File: src/rtl/core/wnm_pkg.sv
package wnm_pkg;

    typedef enum logic [1:0] {
        ACT_CLEAR = 2'd0,
        ACT_MASK  = 2'd1,
        ACT_NAME  = 2'd2,
        ACT_MATCH = 2'd3
    } t_action;

    typedef struct packed {
        t_action    action;
        logic [7:0] ch;
    } t_cmd;

    typedef struct packed {
        logic full;
        logic empty;
    } t_queue_status;

    typedef enum logic [1:0] {
        ST_IDLE,
        ST_READ,
        ST_EVAL,
        ST_DONE
    } t_state;

    localparam int QUEUE_DEPTH = 4;
    localparam int QPW         = $clog2(QUEUE_DEPTH);
    localparam int QCW         = $clog2(QUEUE_DEPTH + 1);

    localparam logic [7:0] CH_STAR     = 8'h2A;
    localparam logic [7:0] CH_QMARK    = 8'h3F;
    localparam logic [7:0] CH_DOT      = 8'h2E;
    localparam logic [7:0] CH_LOWER_A  = 8'h61;
    localparam logic [7:0] CH_LOWER_Z  = 8'h7A;
    localparam logic [7:0] CASE_OFFSET = 8'h20;

endpackage

File: src/rtl/core/wnm_front.sv
module wnm_front (
    input  logic                  s_axis_tvalid,
    output logic                  s_axis_tready,
    input  logic [7:0]            s_axis_tdata,   // [7:0] char_code
    input  logic [1:0]            s_axis_tuser,   // [1:0] action
    input  wnm_pkg::t_queue_status i_status,
    output logic                  o_push,
    output wnm_pkg::t_cmd         o_cmd
);

    wnm_pkg::t_action action;
    logic             is_lower;

    assign action        = wnm_pkg::t_action'(s_axis_tuser);
    assign s_axis_tready = !i_status.full;
    assign o_push        = s_axis_tvalid && !i_status.full;
    assign is_lower      = (s_axis_tdata >= wnm_pkg::CH_LOWER_A) &&
                           (s_axis_tdata <= wnm_pkg::CH_LOWER_Z);

    // fold name characters to upper case, keep mask characters as given
    always_comb begin
        o_cmd.action = action;
        o_cmd.ch     = s_axis_tdata;
        if (action == wnm_pkg::ACT_NAME && is_lower) begin
            o_cmd.ch = s_axis_tdata - wnm_pkg::CASE_OFFSET;
        end
    end

endmodule

File: config.mk
export PLATFORM = sky130hd
export DESIGN_NAME = wnm_front
export DESIGN_NICKNAME = d
export VERILOG_FILES = /design/src/rtl/core/wnm_pkg.sv /design/src/rtl/core/wnm_front.sv
export SDC_FILE = /design/constraint.sdc
export NUM_CORES = 1
export LEC_CHECK = 0
export BUFFER_PORTS_ARGS = -buffer_cell sky130_fd_sc_hd__buf_4
export CORE_AREA = 2 2 39 41
export DETAILED_ROUTE_END_ITERATION = 10
export DIE_AREA = 0 0 41 43
export PLACE_DENSITY = 0.45
export SETUP_SLACK_MARGIN = 0.15
export SLEW_MARGIN = 20
export SYNTH_ARGS = -nofsm -noshare
export SYNTH_HDL_FRONTEND = slang
export SYNTH_SLANG_ARGS = --single-unit
export TNS_END_PERCENT = 20
File: constraint.sdc
create_clock -name vclk -period 4.52
set_input_delay 0.904 -clock vclk [all_inputs]
set_output_delay 0.904 -clock vclk [all_outputs]
set_load 0.05 [all_outputs]
==> flow_metrics.py <==
metrics = {
    "sta": {
        "worst_pin_slew_ns": 0.237,
        "max_slew_margin_pct": 84.2,
        "fin_hold_ws_ns": 2.07,
        "maxSlewViolCount": 0,
        "fin_ws_ns": 1.46,
        "hold_viol": 0,
        "period_minus_slack_ns": 3.06,
        "post-route-period-util_pct": 67.7,
        "fmax_ghz": 0.327,
        "rsz0062_at_grt": "false",
        "tns_ns": 0,
        "setup_viol": 0,
    },
    "worst_setup_path": {
        "startpoint_type": "primary input",
        "cp_data_arrival_time_ns": 2.16,
        "crit_fanout": 3,
        "endpoint_kind": "output port",
        "required_ns": 3.62,
        "critPathKind": "in2out",
    },
    "final_layout": {
        "sequential_cell_total": 0,
        "nets": 55,
        "utilization_pct": 22.0,
        "n_clock_buffer": 0,
        "drive_gt1_share_pct": 69.2,
        "antenna_cells": 0,
        "final_cell_area_um2": 304,
        "area_delta_synth_final_pct": 94.4,
        "stdcell_count": 55,
        "fill_cells": 164,
        "seq_area_um2": 0,
    },
    "synth": {
        "ys_seq_area_share_pct": 0,
        "synth_cell_types": 11,
        "syn_area_per_cell_um2": 7.11,
        "synthTopCellsByCount": "7 x buf_4, 3 x inv_1, 2 x nand2_1, 2 x nor2b_1, 2 x o31a_2",
        "yosysWarningCount": 0,
        "netlist_instances": 22,
        "syn-cell-area_um2": 156,
        "synth_top_cell_area_share_pct": 33.6,
        "synth.area.top_cells": "buf_4 34%, o31a_2 13%, o221ai_2 9.6%, ha_1 8.0%, nor2b_1 8.0%",
        "yosysTopAreaCell": "buf_4",
        "yosysMostFrequentCell": "buf_4",
        "synth_nets": 36,
    },
    "grt": {
        "antenna_found_initial": 0,
        "grt_overflow_total": 0,
        "grt_pass1_vias": 169,
        "grt_start_max_net_pins": 5,
        "grt_pass1_wl_um": 600,
        "grt_usage_pct": 4.40,
    },
    "pwr": {
        "power.switching_uw": 28.8,
        "irDropWorstVdd_mv": 0.0265,
        "p_comb_share_pct": 100.0,
        "finalPower_uw": 45.9,
        "p_per_area_nw_per_um2": 151,
        "p_leak_nw": 0.159,
        "pwr-share-clk_pct": 0,
        "power_frac_seq_pct": 0,
        "p_int_uw": 17.1,
        "p_sw_share_pct": 62.8,
    },
    "routing": {
        "drt_first_pass_iters": 1,
        "viasPerCell": 3.73,
        "wl_per_cell_um": 7.93,
        "vias": 205,
        "route.detailed.drc": 0,
        "drtIter0Drc": 0,
        "wl_um": 436,
        "ant_nets": 0,
    },
    "clocking": {
        "cts_setup_buffers": 0,
        "cts_hold_buf": 0,
        "cts_resized": 0,
    },
    "place": {
        "place.port_buffers": 24,
        "gp_congestion": 0.537,
        "dp_slack_ns": 1.45,
        "hpwl_um": 401,
        "place_inst": 55,
        "place_area_um2": 304,
    },
    "floorplan": {
        "floorplan.io_pins": 25,
        "core_um2": 1380,
        "row_count": 14,
        "die_h_um": 43,
        "die_w_um": 41,
        "initial_core_util_pct": 11.3,
        "die-area_um2": 1760,
    },
    "min_path": {
        "hp-class": "in2out",
    },
    "run_status": {
        "status": "finished, final reports clean",
    },
    "run": {
        "drv_cap": 0,
    },
}
[cells in the final DEF (no fill, tap or decap)]
master / instances
a21oi_1: 1
buf_4: 24
ha_1: 1
inv_1: 3
nand2_1: 2
nand3_1: 1
nor2b_1: 2
o21bai_1: 1
o221ai_2: 1
o31a_2: 2
or4_1: 1
[power by group through the flow]
stage	combinational [mW]	clock [mW]	sequential, mW
floorplan	0.0315	0	0
global placement	0.0460	0	0
detailed placement	0.0464	0	0
CTS	0.0464	0	0
global route	0.0486	0	0
finish	0.0459	0	0
[per-layer routing]
metal	wire (um)	vias up	track usage [%]	part of all wire, %
met3	65	0	0	15
met1	158	88	5.38	36
met5	0	-	0	0
li1	-	104	-	-
met2	212	13	8.44	49
met4	0	0	0	0
[cell type report]
type	instances	area (um^2)	share of cell area, %
Multi-Input combinational cell	12	92.6	30.5
Timing Repair Buffer	24	180	59.3
Tap cell	16	20.0	6.58
Inverter	3	11.3	3.70
[worst max-delay path, stage by stage]
cell and delay, ns:
buf_4 0.11, or4_1 0.53, o221ai_2 0.24, o31a_2 0.18
buf_4 0.18
[final timing paths]
kind / start / end / cells past startpoint
max: s_axis_tdata[3] / o_cmd[6] / 5
min: s_axis_tuser[1] / o_cmd[9] / 2
[cells by family (layout without fill, tap and decap cells)]
family	count (synthesis)	after routing	share of synthesized area (%)
buf+inv	10	27	40.8
simple gates	6	6	20.8
compound gates	5	5	30.4
fa+ha+maj	1	1	8.00
(Power assumes the default switching activity.)
