$ cat src/rtl/core/wnm_pkg.sv
package wnm_pkg;

    typedef enum logic [1:0] {
        ACT_CLEAR = 2'd0,
        ACT_MASK  = 2'd1,
        ACT_NAME  = 2'd2,
        ACT_MATCH = 2'd3
    } t_action;

    typedef struct packed {
        t_action    action;
        logic [7:0] ch;
    } t_cmd;

    typedef struct packed {
        logic full;
        logic empty;
    } t_queue_status;

    typedef enum logic [1:0] {
        ST_IDLE,
        ST_READ,
        ST_EVAL,
        ST_DONE
    } t_state;

    localparam int QUEUE_DEPTH = 4;
    localparam int QPW         = $clog2(QUEUE_DEPTH);
    localparam int QCW         = $clog2(QUEUE_DEPTH + 1);

    localparam logic [7:0] CH_STAR     = 8'h2A;
    localparam logic [7:0] CH_QMARK    = 8'h3F;
    localparam logic [7:0] CH_DOT      = 8'h2E;
    localparam logic [7:0] CH_LOWER_A  = 8'h61;
    localparam logic [7:0] CH_LOWER_Z  = 8'h7A;
    localparam logic [7:0] CASE_OFFSET = 8'h20;

endpackage

$ cat src/rtl/core/wnm_queue.sv
module wnm_queue (
    input  logic                   i_clk,
    input  logic                   i_rst_n,
    input  logic                   i_push,
    input  wnm_pkg::t_cmd          i_cmd,
    input  logic                   i_pop,
    output wnm_pkg::t_cmd          o_cmd,
    output wnm_pkg::t_queue_status o_status
);

    wnm_pkg::t_cmd            r_slot [wnm_pkg::QUEUE_DEPTH];
    logic [wnm_pkg::QPW-1:0]  r_wr_ptr;
    logic [wnm_pkg::QPW-1:0]  r_rd_ptr;
    logic [wnm_pkg::QCW-1:0]  r_count;
    logic                     do_push;
    logic                     do_pop;

    assign o_status.full  = (r_count == wnm_pkg::QCW'(wnm_pkg::QUEUE_DEPTH));
    assign o_status.empty = (r_count == '0);
    assign do_push        = i_push && !o_status.full;
    assign do_pop         = i_pop && !o_status.empty;
    assign o_cmd          = r_slot[r_rd_ptr];

    always_ff @(posedge i_clk) begin
        if (do_push) begin
            r_slot[r_wr_ptr] <= i_cmd;
        end
    end

    always_ff @(posedge i_clk) begin
        if (!i_rst_n) begin
            r_wr_ptr <= '0;
            r_rd_ptr <= '0;
            r_count  <= '0;
        end else begin
            if (do_push) begin
                r_wr_ptr <= r_wr_ptr + 1'b1;
            end
            if (do_pop) begin
                r_rd_ptr <= r_rd_ptr + 1'b1;
            end
            if (do_push && !do_pop) begin
                r_count <= r_count + 1'b1;
            end else if (do_pop && !do_push) begin
                r_count <= r_count - 1'b1;
            end
        end
    end

endmodule

$ cat config.mk
export PLATFORM = sky130hd
export DESIGN_NAME = wnm_queue
export DESIGN_NICKNAME = d
export VERILOG_FILES = /design/src/rtl/core/wnm_pkg.sv /design/src/rtl/core/wnm_queue.sv
export SDC_FILE = /design/constraint.sdc
export NUM_CORES = 1
export LEC_CHECK = 0
export BUFFER_PORTS_ARGS = -buffer_cell sky130_fd_sc_hd__buf_2
export CORE_ASPECT_RATIO = 1.4
export CORE_MARGIN = 2
export CORE_UTILIZATION = 30
export CTS_BUF_LIST = sky130_fd_sc_hd__clkbuf_8 sky130_fd_sc_hd__clkbuf_16
export CTS_CLUSTER_DIAMETER = 150
export CTS_CLUSTER_SIZE = 16
export DETAILED_ROUTE_END_ITERATION = 7
export GPL_ROUTABILITY_DRIVEN = 0
export PLACE_DENSITY_LB_ADDON = 0.2
export SLEW_MARGIN = 10
export SYNTH_ARGS = -nofsm -noshare
export SYNTH_HDL_FRONTEND = slang
export SYNTH_SLANG_ARGS = --single-unit
$ cat constraint.sdc
create_clock -name i_clk -period 4.5 [get_ports i_clk]
set_input_delay 0.45 -clock i_clk [delete_from_list [all_inputs] [get_ports i_clk]]
set_output_delay 0.45 -clock i_clk [all_outputs]
set_load 0.03 [all_outputs]
==> flow_summary_export.csv <==
group,metric,value,unit
run_status,status,"finished, final reports clean",
detailed_routing,drt-total-wl,3177,um
global_route,grt_pass1_vias,1065,
synth,ys_types,22,
cts,cts.repair.resized,0,
cts,cts.path.max_buffers,2,
synth,syn_area,0.001924,sq mm
finish,nets,148,
setup_path,cp-startpoint,"r_count[0]$_SDFFE_PN0P_",
timing,setup_viol,0,
global_route,antenna_found_initial,0,
detailed_routing,drc,0,
setup_path,worstReg2RegStart,"r_count[0]$_SDFFE_PN0P_",
setup_path,worst-endpoint-required,4.72,ns
cts,h-tree-depth,2,
cts,clock-sinks,49,
finish,mostFrequentLayoutCell,"edfxtp_1",
finish,nFillCells,597,
min_path,worstHoldStart,"i_cmd[8]",
placement,dp_hpwl,2226,um
floorplanning,core-area,0.006211,sq mm
synth,ys.flop_type,"edfxtp_1",
setup_path,crit_path_max_fanout,7,
timing,hold_violations,0,
finish,diodes,0,
detailed_routing,drtIter0Drc,44,
floorplanning,std_cell_rows,34,
global_route,use_met3,3.476,%
global_route,grt_pass1_wl,5230,um
cts,worstSkewPairLatency,0.30,ns
floorplanning,io_pins,26,
min_path,min_path_cells,1,
global_route,overflow,0,
cts,cts_tree,"done",
synth,synth.top_cell.area_share,62.42,%
detailed_routing,avgRoutedWirePerCell,15.81,um
finish,area_growth,15.67,%
setup_path,crit_type,"reg2reg",
cts,cts-hold-fix-buffers,0,
setup_path,worstReg2RegEnd,"r_count[2]$_SDFFE_PN0P_",
synth,syn_inst,100,
floorplanning,start_util,30.98,%
timing,worst_pin_slew,0.7182,ns
synth,ys_seq_elements,49,
min_path,hp-class,"in2reg",
finish,drive_gt1_share,34.11,%
placement,placed_cell_area,0.002116,sq mm
timing,fin_tns_setup,0,ns
placement,io_buffers,25,
timing,period_needed,2.429,ns
timing,rsz0062_at_grt,"false",
cts,cts_made_buffers,5,
timing,slew_violations,0,
synth,synthArstFlopShare,0,%
timing,finClkSkew,0.007098,ns
job,maxCapViolCount,0,
global_route,grt_max_degree,16,
global_route,use_met2,18.30,%
finish,final_cell_area,0.002226,sq mm
floorplanning,dieArea,0.007080,sq mm
finish,final_cell_mix,"edfxtp_1, buf_2, mux4_2, dfxtp_1, and2_1",
synth,ys_warn_count,0,
min_path,min_to,"r_slot[2][8]$_DFFE_PP_",
timing,max_freq,411.8,MHz
timing,fin_crit_sh,53.97,%
cts,clk_pin_slew,0.09,ns
detailed_routing,vias,922,
detailed_routing,antenna_left,0,
power_and_ir_drop,ir_worst_vdd,0.0002966,V
setup_path,cp-start-kind,"flop",
global_route,use_met1,10.07,%
floorplanning,fp.dieW,71.69,um
setup_path,crit_path_end_kind,"flop",
power_and_ir_drop,p_per_area,581.8,mW/mm^2
timing,relSlewSlack,52.05,%
synth,synth_top_area_cell,"edfxtp_1",
cts,root_buffer,"clkbuf_8",
setup_path,r2r_cells,8,
power_and_ir_drop,p_leak,0.7770,nW
detailed_routing,first_pass_iters,3,
synth,synthesis.nets,120,
synth,yosysSeqAreaShare,71.78,%
synth,ys_top_cells_by_area,"edfxtp_1, mux4_2, dfxtp_1",
global_route,grt_usage,9.966,%
setup_path,worstPathArrival,2.65,ns
detailed_routing,viasPerCell,4.587,
cts,cts_setup_buffers,0,
setup_path,regToRegSetupSlack,2.07,ns
synth,synth_edf_count,40,
synth,avgSynthCellArea,19.24,sq um
global_route,busiest_layer,"met2",
floorplanning,die_h,98.77,um
==> area by class of cell <==
cell class,instances,area [sq um],area share (%)
multi-input combinational,44,508.0,22.82
timing repair buffer,25,125.1,5.621
clock buffer,5,68.82,3.092
inverter,3,11.26,0.5059
clock inverter,3,41.29,1.855
tap,72,90.09,4.047
sequential,49,1381,62.06
==> how the worst max path moves through the flow <==
| stage | endpoint | slack (ns) | cells past startpoint |
|---|---|---|---|
| 3_3_place_gp | r_count[2]$_SDFFE_PN0P_ | 2.25 | 8 |
| 2_1_floorplan | r_count[2]$_SDFFE_PN0P_ | 2.38 | 9 |
| 6_report | r_count[2]$_SDFFE_PN0P_ | 2.07 | 8 |
| 3_5_place_dp | r_count[2]$_SDFFE_PN0P_ | 2.04 | 8 |
| 4_1_cts | r_count[2]$_SDFFE_PN0P_ | 2.03 | 8 |
| 5_1_grt | r_count[2]$_SDFFE_PN0P_ | 1.90 | 8 |
==> where the power goes <==
group          internal [mW]  switching [mW]  leakage [nW]
clock                  0.164           0.143        0.0518
combinational          0.160           0.209         0.285
sequential             0.556          0.0639         0.441
total                  0.880           0.415         0.777
==> logic make-up (layout without fill, tap and decap cells) <==
logic type / count (synthesis) / after routing / synth area share (%)
AO/OA/AOI/OAI: 4 / 4 / 1.755
XOR/XNOR: 4 / 4 / 1.821
adder cells (fa/ha/maj): 6 / 6 / 4.291
buffers and inverters: 7 / 36 / 1.820
flip-flops: 49 / 49 / 71.78
multiplexers: 13 / 13 / 13.26
AND/OR/NAND/NOR: 17 / 17 / 5.266
==> registers in the layout (all words and copies together) (netlist names), named ones only <==
signal    flops
r_slot       40
r_count       3
r_rd_ptr      2
r_wr_ptr      2
==> cell usage after synthesis (2+ instances only) <==
library cell  number
clkbuf_1           2
mux2i_1            3
dfxtp_1            9
and2_1             8
edfxtp_1          40
nand2_1            4
mux4_2            10
inv_1              3
xnor2_1            3
ha_1               5
nor2b_1            2
==> per-stage QoR <==
| step | power [mW] | instances | setup slack, ns | util (%) | hold slack, ns |
|---|---|---|---|---|---|
| after global placement | 0.9906 | 193 | 2.253 | 34.07 | 0.4809 |
| after detailed placement | 1.011 | 193 | 2.043 | 34.07 | 0.5169 |
| after floorplan | 0.9059 | 100 | 2.379 | - | 0.4677 |
| after global routing | 1.366 | 201 | 1.895 | 35.84 | 0.3506 |
| final | 1.295 | 201 | 2.071 | 35.84 | 0.3637 |
| after CTS | 1.315 | 201 | 2.025 | 35.84 | 0.3579 |
==> worst max-delay path, stage by stage, from the launching register on <==
cell and delay, ns:
dfxtp_1 0.50, nor3b_2 0.10, nor2b_1 0.39, ha_1 0.29, inv_1 0.08, fa_1 0.37, xor2_1 0.16, or3_1 0.31
a21boi_1 0.16
==> per-layer routing <==
metal | vias to the layer above | share of wire (%)
li1 | 436 | -
met1 | 459 | 38
met2 | 23 | 55
met3 | 4 | 5.2
met4 | 0 | 1.4
met5 | - | 0
No activity file was read; power rests on OpenSTA's default activity.
